[config.mk]
export PLATFORM = sky130hd
export DESIGN_NAME = persistence_range_search_top
export DESIGN_NICKNAME = d
export VERILOG_FILES = /design/src/design/prs_pkg.sv /design/src/design/prs_bcd.sv /design/src/design/prs_dprod.sv /design/src/design/persistence_range_search_top.sv
export SDC_FILE = /design/constraint.sdc
export NUM_CORES = 2
export LEC_CHECK = 0
export ABC_AREA = 1
export BUFFER_PORTS_ARGS = -buffer_cell sky130_fd_sc_hd__buf_2
export CORE_UTILIZATION = 50
export DETAILED_ROUTE_END_ITERATION = 12
export PLACE_DENSITY = 0.67
export RECOVER_POWER = 25
export SYNTH_ARGS = -nofsm -noshare
export SYNTH_HDL_FRONTEND = slang
export SYNTH_SLANG_ARGS = --single-unit
[constraint.sdc]
create_clock -name clk -period 9.7 [get_ports clk]
set_input_delay 0 -clock clk [delete_from_list [all_inputs] [get_ports clk]]
set_output_delay 0 -clock clk [all_outputs]
set_load 0.1 [all_outputs]
[src/design/prs_pkg.sv]
// ----------------------------------------------------------------------------
// prs_pkg
// Shared types and constants for the multiplicative persistence search:
// payload structs, sizes of the digit-serial datapath and the control states.
// ----------------------------------------------------------------------------
package prs_pkg;

    // number width used by the datapath, 8 to 64
    localparam int NUMBER_WIDTH = 64;
    localparam int CAND_WIDTH   = 64;
    localparam int LEVEL_WIDTH  = 4;

    // decimal digits needed for a NUMBER_WIDTH-bit value (log10(2) ~ 0.30103)
    localparam int DIGITS       = (NUMBER_WIDTH * 30103) / 100000 + 1;
    localparam int BCD_WIDTH    = DIGITS * 4;

    // binary to bcd conversion takes STEP_BITS bits per cycle
    localparam int STEP_BITS    = 4;
    localparam int DABBLE_STEPS = (NUMBER_WIDTH + STEP_BITS - 1) / STEP_BITS;
    localparam int PAD_WIDTH    = DABBLE_STEPS * STEP_BITS;

    localparam int BCD_CNT_W    = (DABBLE_STEPS > 1) ? $clog2(DABBLE_STEPS) : 1;
    localparam int PROD_CNT_W   = (DIGITS > 1) ? $clog2(DIGITS) : 1;

    localparam logic [NUMBER_WIDTH-1:0] SINGLE_DIGIT_MAX = NUMBER_WIDTH'(9);
    localparam logic [LEVEL_WIDTH-1:0]  LEVEL_MAX        = LEVEL_WIDTH'(15);

    typedef logic [NUMBER_WIDTH-1:0] num_t;
    typedef logic [BCD_WIDTH-1:0]    bcd_t;

    typedef struct packed {
        logic [CAND_WIDTH-1:0] candidate;
        logic                  start_search;
        logic                  range_end;
    } item_t;

    typedef struct packed {
        logic [LEVEL_WIDTH-1:0] level;
        logic [CAND_WIDTH-1:0]  best_value;
        logic [LEVEL_WIDTH-1:0] best_rounds;
        logic                   search_done;
    } result_t;

    // status of the conversion unit
    typedef struct packed {
        logic done;
        bcd_t digits;
    } bcd_stat_t;

    // status of the digit product unit
    typedef struct packed {
        logic done;
        num_t product;
    } prod_stat_t;

    typedef enum logic [2:0] {
        ST_IDLE,
        ST_CHECK,
        ST_BCD,
        ST_PROD,
        ST_FINISH
    } state_t;

endpackage

[src/design/prs_bcd.sv]
// ----------------------------------------------------------------------------
// prs_bcd
// Binary to packed bcd conversion by shift and add-3, four bits per cycle,
// most significant bits first.
// ----------------------------------------------------------------------------
module prs_bcd (
    input  logic               clk,
    input  logic               rst_n,
    input  logic               start,
    input  prs_pkg::num_t      value,
    output prs_pkg::bcd_stat_t stat
);

    logic [prs_pkg::PAD_WIDTH-1:0] shift_reg;
    logic [prs_pkg::PAD_WIDTH-1:0] shift_next;
    prs_pkg::bcd_t                 bcd_reg;
    prs_pkg::bcd_t                 bcd_next;
    logic [prs_pkg::BCD_CNT_W-1:0] cnt_reg;
    logic                          busy_reg;
    logic                          done_reg;
    logic                          last_step;

    assign last_step = (cnt_reg == prs_pkg::BCD_CNT_W'(prs_pkg::DABBLE_STEPS - 1));

    // four dependent shift steps, each digit corrected independently
    always_comb
    begin
        bcd_next   = bcd_reg;
        shift_next = shift_reg;
        for (int s = 0; s < prs_pkg::STEP_BITS; s++)
        begin
            for (int d = 0; d < prs_pkg::DIGITS; d++)
            begin
                if (bcd_next[d*4 +: 4] >= 4'd5)
                begin
                    bcd_next[d*4 +: 4] = bcd_next[d*4 +: 4] + 4'd3;
                end
            end
            bcd_next   = {bcd_next[prs_pkg::BCD_WIDTH-2:0], shift_next[prs_pkg::PAD_WIDTH-1]};
            shift_next = {shift_next[prs_pkg::PAD_WIDTH-2:0], 1'b0};
        end
    end

    always_ff @(posedge clk or negedge rst_n)
    begin
        if (!rst_n)
        begin
            busy_reg <= 1'b0;
            done_reg <= 1'b0;
            cnt_reg  <= '0;
        end
        else
        begin
            done_reg <= 1'b0;
            if (start)
            begin
                busy_reg <= 1'b1;
                cnt_reg  <= '0;
            end
            else if (busy_reg)
            begin
                cnt_reg <= cnt_reg + 1'b1;
                if (last_step)
                begin
                    busy_reg <= 1'b0;
                    done_reg <= 1'b1;
                end
            end
        end
    end

    always_ff @(posedge clk)
    begin
        if (start)
        begin
            shift_reg <= prs_pkg::PAD_WIDTH'(value);
            bcd_reg   <= '0;
        end
        else if (busy_reg)
        begin
            shift_reg <= shift_next;
            bcd_reg   <= bcd_next;
        end
    end

    assign stat.done   = done_reg;
    assign stat.digits = bcd_reg;

endmodule

[src/design/prs_dprod.sv]
// ----------------------------------------------------------------------------
// prs_dprod
// Product of decimal digits, one digit per cycle from the most significant,
// with leading zeros skipped.
// ----------------------------------------------------------------------------
module prs_dprod (
    input  logic                clk,
    input  logic                rst_n,
    input  logic                start,
    input  prs_pkg::bcd_t       digits,
    output prs_pkg::prod_stat_t stat
);

    prs_pkg::bcd_t                    dig_reg;
    prs_pkg::num_t                    prod_reg;
    prs_pkg::num_t                    prod_next;
    logic                             seen_reg;
    logic [prs_pkg::PROD_CNT_W-1:0]   cnt_reg;
    logic                             busy_reg;
    logic                             done_reg;
    logic [3:0]                       digit;
    logic [prs_pkg::NUMBER_WIDTH+3:0] prod_full;
    logic                             use_digit;
    logic                             last_digit;

    assign digit      = dig_reg[prs_pkg::BCD_WIDTH-1 -: 4];
    assign use_digit  = seen_reg || (digit != 4'd0);
    assign last_digit = (cnt_reg == prs_pkg::PROD_CNT_W'(prs_pkg::DIGITS - 1));

    // product of digits never exceeds the number, so truncation loses nothing
    assign prod_full = {4'b0, prod_reg} * {{prs_pkg::NUMBER_WIDTH{1'b0}}, digit};
    assign prod_next = use_digit ? prod_full[prs_pkg::NUMBER_WIDTH-1:0] : prod_reg;

    always_ff @(posedge clk or negedge rst_n)
    begin
        if (!rst_n)
        begin
            busy_reg <= 1'b0;
            done_reg <= 1'b0;
            cnt_reg  <= '0;
        end
        else
        begin
            done_reg <= 1'b0;
            if (start)
            begin
                busy_reg <= 1'b1;
                cnt_reg  <= '0;
            end
            else if (busy_reg)
            begin
                cnt_reg <= cnt_reg + 1'b1;
                if (last_digit)
                begin
                    busy_reg <= 1'b0;
                    done_reg <= 1'b1;
                end
            end
        end
    end

    always_ff @(posedge clk)
    begin
        if (start)
        begin
            dig_reg  <= digits;
            prod_reg <= prs_pkg::NUMBER_WIDTH'(1);
            seen_reg <= 1'b0;
        end
        else if (busy_reg)
        begin
            dig_reg  <= {dig_reg[prs_pkg::BCD_WIDTH-5:0], 4'b0};
            prod_reg <= prod_next;
            seen_reg <= use_digit;
        end
    end

    assign stat.done    = done_reg;
    assign stat.product = prod_reg;

endmodule

[src/design/persistence_range_search_top.sv]
// ----------------------------------------------------------------------------
// persistence_range_search_top
// Multiplicative persistence of each candidate and a running search for the
// first candidate of the highest persistence.
//
//   channel | valid      | stall      | payload
//   --------+------------+------------+--------------------------
//   input   | item_valid | item_stall | item_data  (prs_pkg::item_t)
//   output  | res_valid  | res_stall  | res_data   (prs_pkg::result_t)
//
// one item at a time; each round of digit product runs the 4-bit-per-cycle
// bcd converter and then the one-digit-per-cycle multiplier; a result is
// loaded in the finishing state after the last round, and the next item is
// taken in the idle state that follows at the earliest
// a new item is taken while the previous result still waits in the output
// register; a stalled result holds the finished item in the last state
// reset clears the kept best and all control state
// ----------------------------------------------------------------------------
module persistence_range_search_top (
    input  logic             clk,
    input  logic             rst_n,
    input  logic             item_valid,
    output logic             item_stall,
    input  prs_pkg::item_t   item_data,
    output logic             res_valid,
    input  logic             res_stall,
    output prs_pkg::result_t res_data
);

    prs_pkg::state_t                 state_reg;
    prs_pkg::state_t                 state_next;

    prs_pkg::num_t                   val_reg;
    prs_pkg::num_t                   cand_reg;
    logic                            start_reg;
    logic                            end_reg;
    logic [prs_pkg::LEVEL_WIDTH-1:0] rounds_reg;

    prs_pkg::num_t                   kept_number_reg;
    logic [prs_pkg::LEVEL_WIDTH-1:0] kept_level_reg;
    logic                            kept_valid_reg;

    logic                            res_valid_reg;
    prs_pkg::result_t                res_reg;

    logic                            accept;
    logic                            bcd_start;
    logic                            prod_start;
    logic                            load_result;
    logic                            more_rounds;
    logic                            take_best;
    prs_pkg::bcd_stat_t              bcd_stat;
    prs_pkg::prod_stat_t             prod_stat;

    prs_bcd u_bcd (
        .clk   (clk),
        .rst_n (rst_n),
        .start (bcd_start),
        .value (val_reg),
        .stat  (bcd_stat)
    );

    prs_dprod u_dprod (
        .clk    (clk),
        .rst_n  (rst_n),
        .start  (prod_start),
        .digits (bcd_stat.digits),
        .stat   (prod_stat)
    );

    assign accept      = item_valid && !item_stall;
    assign more_rounds = (val_reg > prs_pkg::SINGLE_DIGIT_MAX);
    assign take_best   = start_reg || !kept_valid_reg || (rounds_reg > kept_level_reg);

    always_comb
    begin
        state_next = state_reg;
        case (state_reg)
            prs_pkg::ST_IDLE:
            begin
                if (item_valid)
                begin
                    state_next = prs_pkg::ST_CHECK;
                end
            end
            prs_pkg::ST_CHECK:
            begin
                state_next = more_rounds ? prs_pkg::ST_BCD : prs_pkg::ST_FINISH;
            end
            prs_pkg::ST_BCD:
            begin
                if (bcd_stat.done)
                begin
                    state_next = prs_pkg::ST_PROD;
                end
            end
            prs_pkg::ST_PROD:
            begin
                if (prod_stat.done)
                begin
                    state_next = prs_pkg::ST_CHECK;
                end
            end
            prs_pkg::ST_FINISH:
            begin
                if (!res_valid_reg || !res_stall)
                begin
                    state_next = prs_pkg::ST_IDLE;
                end
            end
            default:
            begin
                state_next = prs_pkg::ST_IDLE;
            end
        endcase
    end

    always_comb
    begin
        item_stall  = 1'b1;
        bcd_start   = 1'b0;
        prod_start  = 1'b0;
        load_result = 1'b0;
        case (state_reg)
            prs_pkg::ST_IDLE:   item_stall  = 1'b0;
            prs_pkg::ST_CHECK:  bcd_start   = more_rounds;
            prs_pkg::ST_BCD:    prod_start  = bcd_stat.done;
            prs_pkg::ST_PROD:   ;
            prs_pkg::ST_FINISH: load_result = !res_valid_reg || !res_stall;
            default:            ;
        endcase
    end

    always_ff @(posedge clk or negedge rst_n)
    begin
        if (!rst_n)
        begin
            state_reg       <= prs_pkg::ST_IDLE;
            kept_number_reg <= '0;
            kept_level_reg  <= '0;
            kept_valid_reg  <= 1'b0;
            res_valid_reg   <= 1'b0;
        end
        else
        begin
            state_reg <= state_next;
            if (load_result)
            begin
                res_valid_reg <= 1'b1;
                if (take_best)
                begin
                    kept_number_reg <= cand_reg;
                    kept_level_reg  <= rounds_reg;
                    kept_valid_reg  <= 1'b1;
                end
            end
            else if (!res_stall)
            begin
                res_valid_reg <= 1'b0;
            end
        end
    end

    always_ff @(posedge clk)
    begin
        if (accept)
        begin
            val_reg    <= item_data.candidate[prs_pkg::NUMBER_WIDTH-1:0];
            cand_reg   <= item_data.candidate[prs_pkg::NUMBER_WIDTH-1:0];
            start_reg  <= item_data.start_search;
            end_reg    <= item_data.range_end;
            rounds_reg <= '0;
        end
        else
        begin
            if (bcd_start && (rounds_reg != prs_pkg::LEVEL_MAX))
            begin
                rounds_reg <= rounds_reg + 1'b1;
            end
            if (state_reg == prs_pkg::ST_PROD && prod_stat.done)
            begin
                val_reg <= prod_stat.product;
            end
        end
        if (load_result)
        begin
            res_reg.level       <= rounds_reg;
            res_reg.best_value  <= prs_pkg::CAND_WIDTH'(take_best ? cand_reg : kept_number_reg);
            res_reg.best_rounds <= take_best ? rounds_reg : kept_level_reg;
            res_reg.search_done <= end_reg;
        end
    end

    assign res_valid = res_valid_reg;
    assign res_data  = res_reg;

endmodule

; ---- Word-level counts from Yosys, hierarchy flattened
; Cells that the tools add are included.
[word_totals]
reg_bits = 582
inputBits = 70
out_inout_bits = 75
word_cells = 337
[op_classes]
addsub = 83
multipliers = 1
n_lt_le_gt_ge = 82
eq_ne = 12
n_mux = 116
n_reduce_logical = 18
[op_table]
columns = cell, count
row1 = $ge 4x3->1 const B, 80
row2 = $mux 64, 5
row3 = $mux 4, 79
row4 = $add 4x2->4 const B, 76
row5 = $mux 80, 2
row6 = $gt 64x4->1 const B, 1
row7 = $mul 64x4->64, 1
row8 = $mux 3, 9
row9 = $mux 1, 18
row10 = $pmux 3 s5, 1
row11 = $add 3x2->3 const B, 4
row12 = $mux 5, 2
row13 = $add 4x1->4 const B, 2
row14 = $eq 3x2->1 const B, 2
row15 = $ne 2x1->1 const B, 3
row16 = $reduce_bool 2->1, 3
row17 = $add 5x1->5 const B, 1
row18 = $eq 5x5->1 const B, 1
row19 = $eq 4x4->1 const B, 1
row20 = $gt 4x4->1, 1
row21 = $logic_or 1x1->1, 4
row22 = $ne 2x2->1 const B, 2
row23 = $ne 4x4->1 const B, 1
row24 = $reduce_and 2->1, 2
row25 = 7 further kinds, 11

; ---- Depth between registers and ports, before layout
[logic_depth]
word_depth = 8
ltp_mapped = 29
mapped_depth_nobuf = 29

; ---- By module
; From an unflattened synthesis, not the netlist that was laid out.
[hier_totals]
cells_unflattened = 5810
hier_area_um2 = 41308.4
[by_module_without_submodules]
columns = mod, instances, cells_per_inst, area_per_inst_um2, seq_area_each_um2
row1 = prs_dprod, 1, 2685, 16743.6, 3878.7
row2 = prs_bcd, 1, 2130, 13417.9, 3673.5
row3 = persistence_range_search_top, 1, 995, 11146.9, 8002.7

; ---- Least setup slack after synthesis
; OpenSTA, ideal clock, no wires.
[synth_timing]
kind = register to register
start = register state_reg[0]
end = register cand_reg[0] (enable)
setup_ps = 456
arrival_time_ps = 3913
required_time_ps = 9244
slack_ps = 5331
path_stages_with_launch = 6
n_path_buf = 2
period_less_slack_ps = 4369
path_cell_list = dfrtp_1 nor2_1 nand2_1 nor2_1 clkbuf_1 clkbuf_1
[synth_between]
elab_chain_cells = 2
[synth_lines]
columns = element, line
row1 = from (decl), persistence_range_search_top.sv:30  ; prs_pkg::state_t state_reg;
row2 = from (signal assigned), persistence_range_search_top.sv:138  ; state_reg <= prs_pkg::ST_IDLE;
row3 = from (signal assigned), persistence_range_search_top.sv:146  ; state_reg <= state_next;
row4 = $logic_not 3->1, persistence_range_search_top.sv:124  ; case (state_reg)
row5 = $logic_and 1x1->1, persistence_range_search_top.sv:71  ; assign accept = item_valid && !item_stall;
row6 = via accept, persistence_range_search_top.sv:46  ; logic accept;
row7 = to (signal assigned), persistence_range_search_top.sv:169  ; cand_reg <= item_data.candidate[prs_pkg::NUMBER_WIDTH-1:0];
row8 = to (decl), persistence_range_search_top.sv:34  ; prs_pkg::num_t cand_reg;
; The timed path passes the listed nets, and every way through them passes these cells.
; A chain may end at the register's enable or synchronous reset.

; ---- Final worst setup path
[layout_timing]
start = register state_reg[0]
end = register val_reg[36], data pin
[layout_between]
elab_chain_cells = 3
[layout_lines]
columns = element, line
row1 = $logic_not 3->1, persistence_range_search_top.sv:124
row2 = $logic_and 1x1->1, persistence_range_search_top.sv:71
row3 = $mux 64, persistence_range_search_top.sv:166  ; if (accept)
row4 = to (signal assigned), persistence_range_search_top.sv:168  ; val_reg <= item_data.candidate[prs_pkg::NUMBER_WIDTH-1:0];
row5 = to (signal assigned), persistence_range_search_top.sv:182  ; val_reg <= prod_stat.product;
row6 = to (decl), persistence_range_search_top.sv:33  ; prs_pkg::num_t val_reg;
; Every way passes these cells.

==> results.txt <==
outcome = finished with violations
failing checks = capacitance limit, slew limit
type of the worst setup path = reg2reg
Clock Path Buffers = 3
mean routed wirelength per cell = 15.5 um
average cell area after synthesis = 7.59 um^2
critical path arrival = 5.88 ns
crit-path most repeated cell = sky130_fd_sc_hd__nand2_1
detailed-route via count = 33500
top cells by area, synth = sky130_fd_sc_hd__edfxtp_1 27%, sky130_fd_sc_hd__nand2_1 15%, sky130_fd_sc_hd__inv_1 9.7%
Initial Util = 50.7%
GR Util All Layers = 25.3%
cell count after placement = 6252
flop and latch count out of synthesis = 582
number of enable-type register cells in the synthesized netlist = 347
Final Setup Violations = 0
fmax = 181 MHz
wire length of the first global-routing pass = 161 mm
fraction of final layout cells with drive strength greater than 1 = 6.96%
root buf cell = sky130_fd_sc_hd__clkbuf_16
Worst EP required = 10.06 ns
Mapped Nets = 5524
layout-stage area growth over the synthesis result = 11.2%
Clock Sink Count = 582
critical path endpoint category = flip-flop
core area = 77600 um^2
gate family responsible for the most delay along the worst path = buffers and inverters
Final TNS setup = 0 ns
source of the worst hold timing path = item_data[32]
number of non-filler instances in the completed layout = 6446
CP Launch Type = flip-flop
top-count cell post-synth = sky130_fd_sc_hd__nand2_1
number of max-capacitance violations reported = 4
commonest register cell after synthesis = sky130_fd_sc_hd__edfxtp_1
clock skew = 0.0335 ns
portion of the clock cycle consumed by the worst path in the final layout = 57.0%
worst relative slew slack = -174%
Overflow after GRT = 0
slew at the pin closest to its max-slew limit = 4.10 ns
net total in the final layout = 5693
number of antenna violations at the first check in global routing = 3
Inserted Clock Buffers = 66
insertion delay to the later sink of the worst-skew pair = 0.61 ns
Synth Instances = 5182
final hold vios = 0
cells traversed along the worst timing path = nor2_1 > nand2_1 > nor2_4 > clkbuf_1 > buf_4 > nand2_1 > o21ai_0
fraction of post-synthesis cell area in the top cell type by area = 26.5%
pin count of the biggest net entering global routing = 111
die outline width = 282 um
post-CTS sizing = 0
GPL Wtd Cong = 0.996
TritonCTS clock tree = built
sequential element share of the synthesized area = 39.6%
number of cells on the worst hold path = 2
number of top-level pins = 145
dpl hpwl = 72.3 mm
buffers and inverters on the worst path = 2
number of library cell types mapped by synthesis = 54
Worst R2R Path Depth = 7
class of the worst hold path = in2reg
RSZ-0062 raised after global routing = false
final routed wirelength across all metal layers = 100 mm
count of warnings emitted by yosys = 0
via count of the first global-routing pass = 31500
number of rows in the core area = 102
worst stage delay on the critical path = 2.89 ns
count of final max-slew check failures = 216
Final ANT Viol Nets = 0
worst reg2reg path startpoint = state_reg[0]
detailed-route vias per instance = 5.20
Die Footprint = 79700 um^2
count of input and output buffers = 144
capture endpoint of the worst hold path = cand_reg[30]
die height = 282 um
fraction of registers with async set or reset after synthesis = 14.8%
worst hold slack after final layout = 0.123 ns
final period demand of the worst path = 5.53 ns
count of H-tree levels built during CTS = 3
Max Fanout on Critical Path = 87
register-to-register path setup slack = 4.17 ns
ranking of synthesized cells by instance count = 1526 x sky130_fd_sc_hd__nand2_1, 1016 x sky130_fd_sc_hd__inv_1, 403 x sky130_fd_sc_hd__o21ai_0
Synth Cell Area = 39300 um^2
biggest area consumer among synthesized cells = sky130_fd_sc_hd__edfxtp_1
detailed-router iteration count before antenna repair = 6
Slowest cell on crit path = sky130_fd_sc_hd__clkbuf_1
terminus of the critical flop-to-flop path = val_reg[36]
CTS clock-pin slew for the worst setup and hold paths = 0.06 ns
Iter 0 DRT Violations = 2590
DR DRC count = 0
-- kinds of logic after synthesis --
logic type	Yosys count	synth area share, %
AOI/OAI and AO/OA	760	10.7
DFF	582	39.6
buffers and inverters	1166	11.2
xor gates and xnor gates	44	0.980
and+or+nand+nor	2358	26.6
adders and majority gates	272	11.0
-- how the worst max path moves through the flow --
| stage | startpoint | to | slack (ns) | cells after the start |
|---|---|---|---|---|
| 3_5_place_dp | u_dprod.dig_reg[77] | u_dprod.prod_reg[58] | 4.93 | 17 |
| 3_3_place_gp | u_dprod.dig_reg[77] | u_dprod.prod_reg[47] | 4.98 | 22 |
| 4_1_cts | u_dprod.dig_reg[77] | u_dprod.prod_reg[55] | 4.91 | 20 |
| 5_1_grt | state_reg[0] | val_reg[36] | 3.70 | 7 |
| 2_1_floorplan | state_reg[0] | cand_reg[0] | 5.33 | 5 |
| 6_report | state_reg[0] | val_reg[36] | 4.17 | 7 |
-- worst reg2reg max path, delay by kind of cell, from the launching register on --
kind,cells,cell delay [ns]
AO/OA/AOI/OAI,1,0.14
flip-flops,1,0.40
buffers and inverters,2,3.97
AND/OR/NAND/NOR,4,0.77
-- cells in the final DEF (no fill, tap or decap), types with 5 or more instances in the layout --
| master | instances |
|---|---|
| sky130_fd_sc_hd__nand2_1 | 1522 |
| sky130_fd_sc_hd__inv_1 | 1012 |
| sky130_fd_sc_hd__o21ai_0 | 403 |
| sky130_fd_sc_hd__edfxtp_1 | 347 |
| sky130_fd_sc_hd__nand3_1 | 290 |
| sky130_fd_sc_hd__a21oi_1 | 174 |
| sky130_fd_sc_hd__nor2_1 | 162 |
| sky130_fd_sc_hd__clkbuf_1 | 158 |
| sky130_fd_sc_hd__ha_1 | 151 |
| sky130_fd_sc_hd__dfxtp_1 | 149 |
| sky130_fd_sc_hd__nand2_2 | 125 |
| sky130_fd_sc_hd__fa_1 | 121 |
| sky130_fd_sc_hd__nand4_1 | 106 |
| sky130_fd_sc_hd__dfrtp_1 | 86 |
| sky130_fd_sc_hd__dlygate4sd3_1 | 70 |
| sky130_fd_sc_hd__clkbuf_16 | 66 |
| sky130_fd_sc_hd__nand3_2 | 59 |
| sky130_fd_sc_hd__o21bai_1 | 33 |
| sky130_fd_sc_hd__xor2_1 | 30 |
| sky130_fd_sc_hd__o211ai_1 | 25 |
| sky130_fd_sc_hd__o22ai_1 | 24 |
| sky130_fd_sc_hd__a21o_1 | 23 |
| sky130_fd_sc_hd__buf_4 | 23 |
| sky130_fd_sc_hd__o21ai_1 | 21 |
| sky130_fd_sc_hd__a31oi_1 | 21 |
| sky130_fd_sc_hd__nor4_1 | 19 |
| sky130_fd_sc_hd__nor3_1 | 19 |
| sky130_fd_sc_hd__clkinv_2 | 16 |
| sky130_fd_sc_hd__and2_1 | 14 |
| sky130_fd_sc_hd__xnor2_1 | 14 |
| sky130_fd_sc_hd__o21ai_2 | 10 |
| sky130_fd_sc_hd__and2_4 | 9 |
| sky130_fd_sc_hd__nand2_4 | 9 |
| sky130_fd_sc_hd__inv_2 | 9 |
| sky130_fd_sc_hd__nand3b_1 | 6 |
| sky130_fd_sc_hd__clkinv_1 | 5 |
| sky130_fd_sc_hd__or2_2 | 5 |
| sky130_fd_sc_hd__a31o_2 | 5 |
| sky130_fd_sc_hd__buf_2 | 5 |
-- area by class of cell --
type                       instances  area [um^2]
fill                            7312        33900
multi-input combinational       3434        19400
antenna                            2         5.00
sequential                       582        15600
tap                             1040         1300
inverter                        1026         3860
clock buffer                      84         1750
timing repair buffer             241         1440
clock inverter                    37          402
-- through the flow --
step	utilization, %	setup slack (ns)	instance area [um^2]
final	56.3	4.17	43700
after global routing	56.3	3.70	43700
after CTS	56.6	4.91	43900
after detailed placement	52.9	4.93	41000
after global placement	52.9	4.98	41000
after floorplan	-	5.33	39300
-- what timing repair did --
item | in CTS | in global routing
buffers inserted | 0 | 0
hold buffers | 71 | 0
endpoints found under the hold margin | 165 | 0
-- metal layers --
layer	vias to the layer above	part of all wire (%)	GRT usage [%]	wire (um)
met5	-	0	0	0
met4	0	2.1	6.31	2090
met3	122	4.9	2.40	4910
met2	807	46	41.5	46400
met1	15700	47	35.8	46600
li1	16900	-	-	-
Power is not shown: default switching activity piles up to over one toggle a cycle in this logic, so the estimate is an artifact.
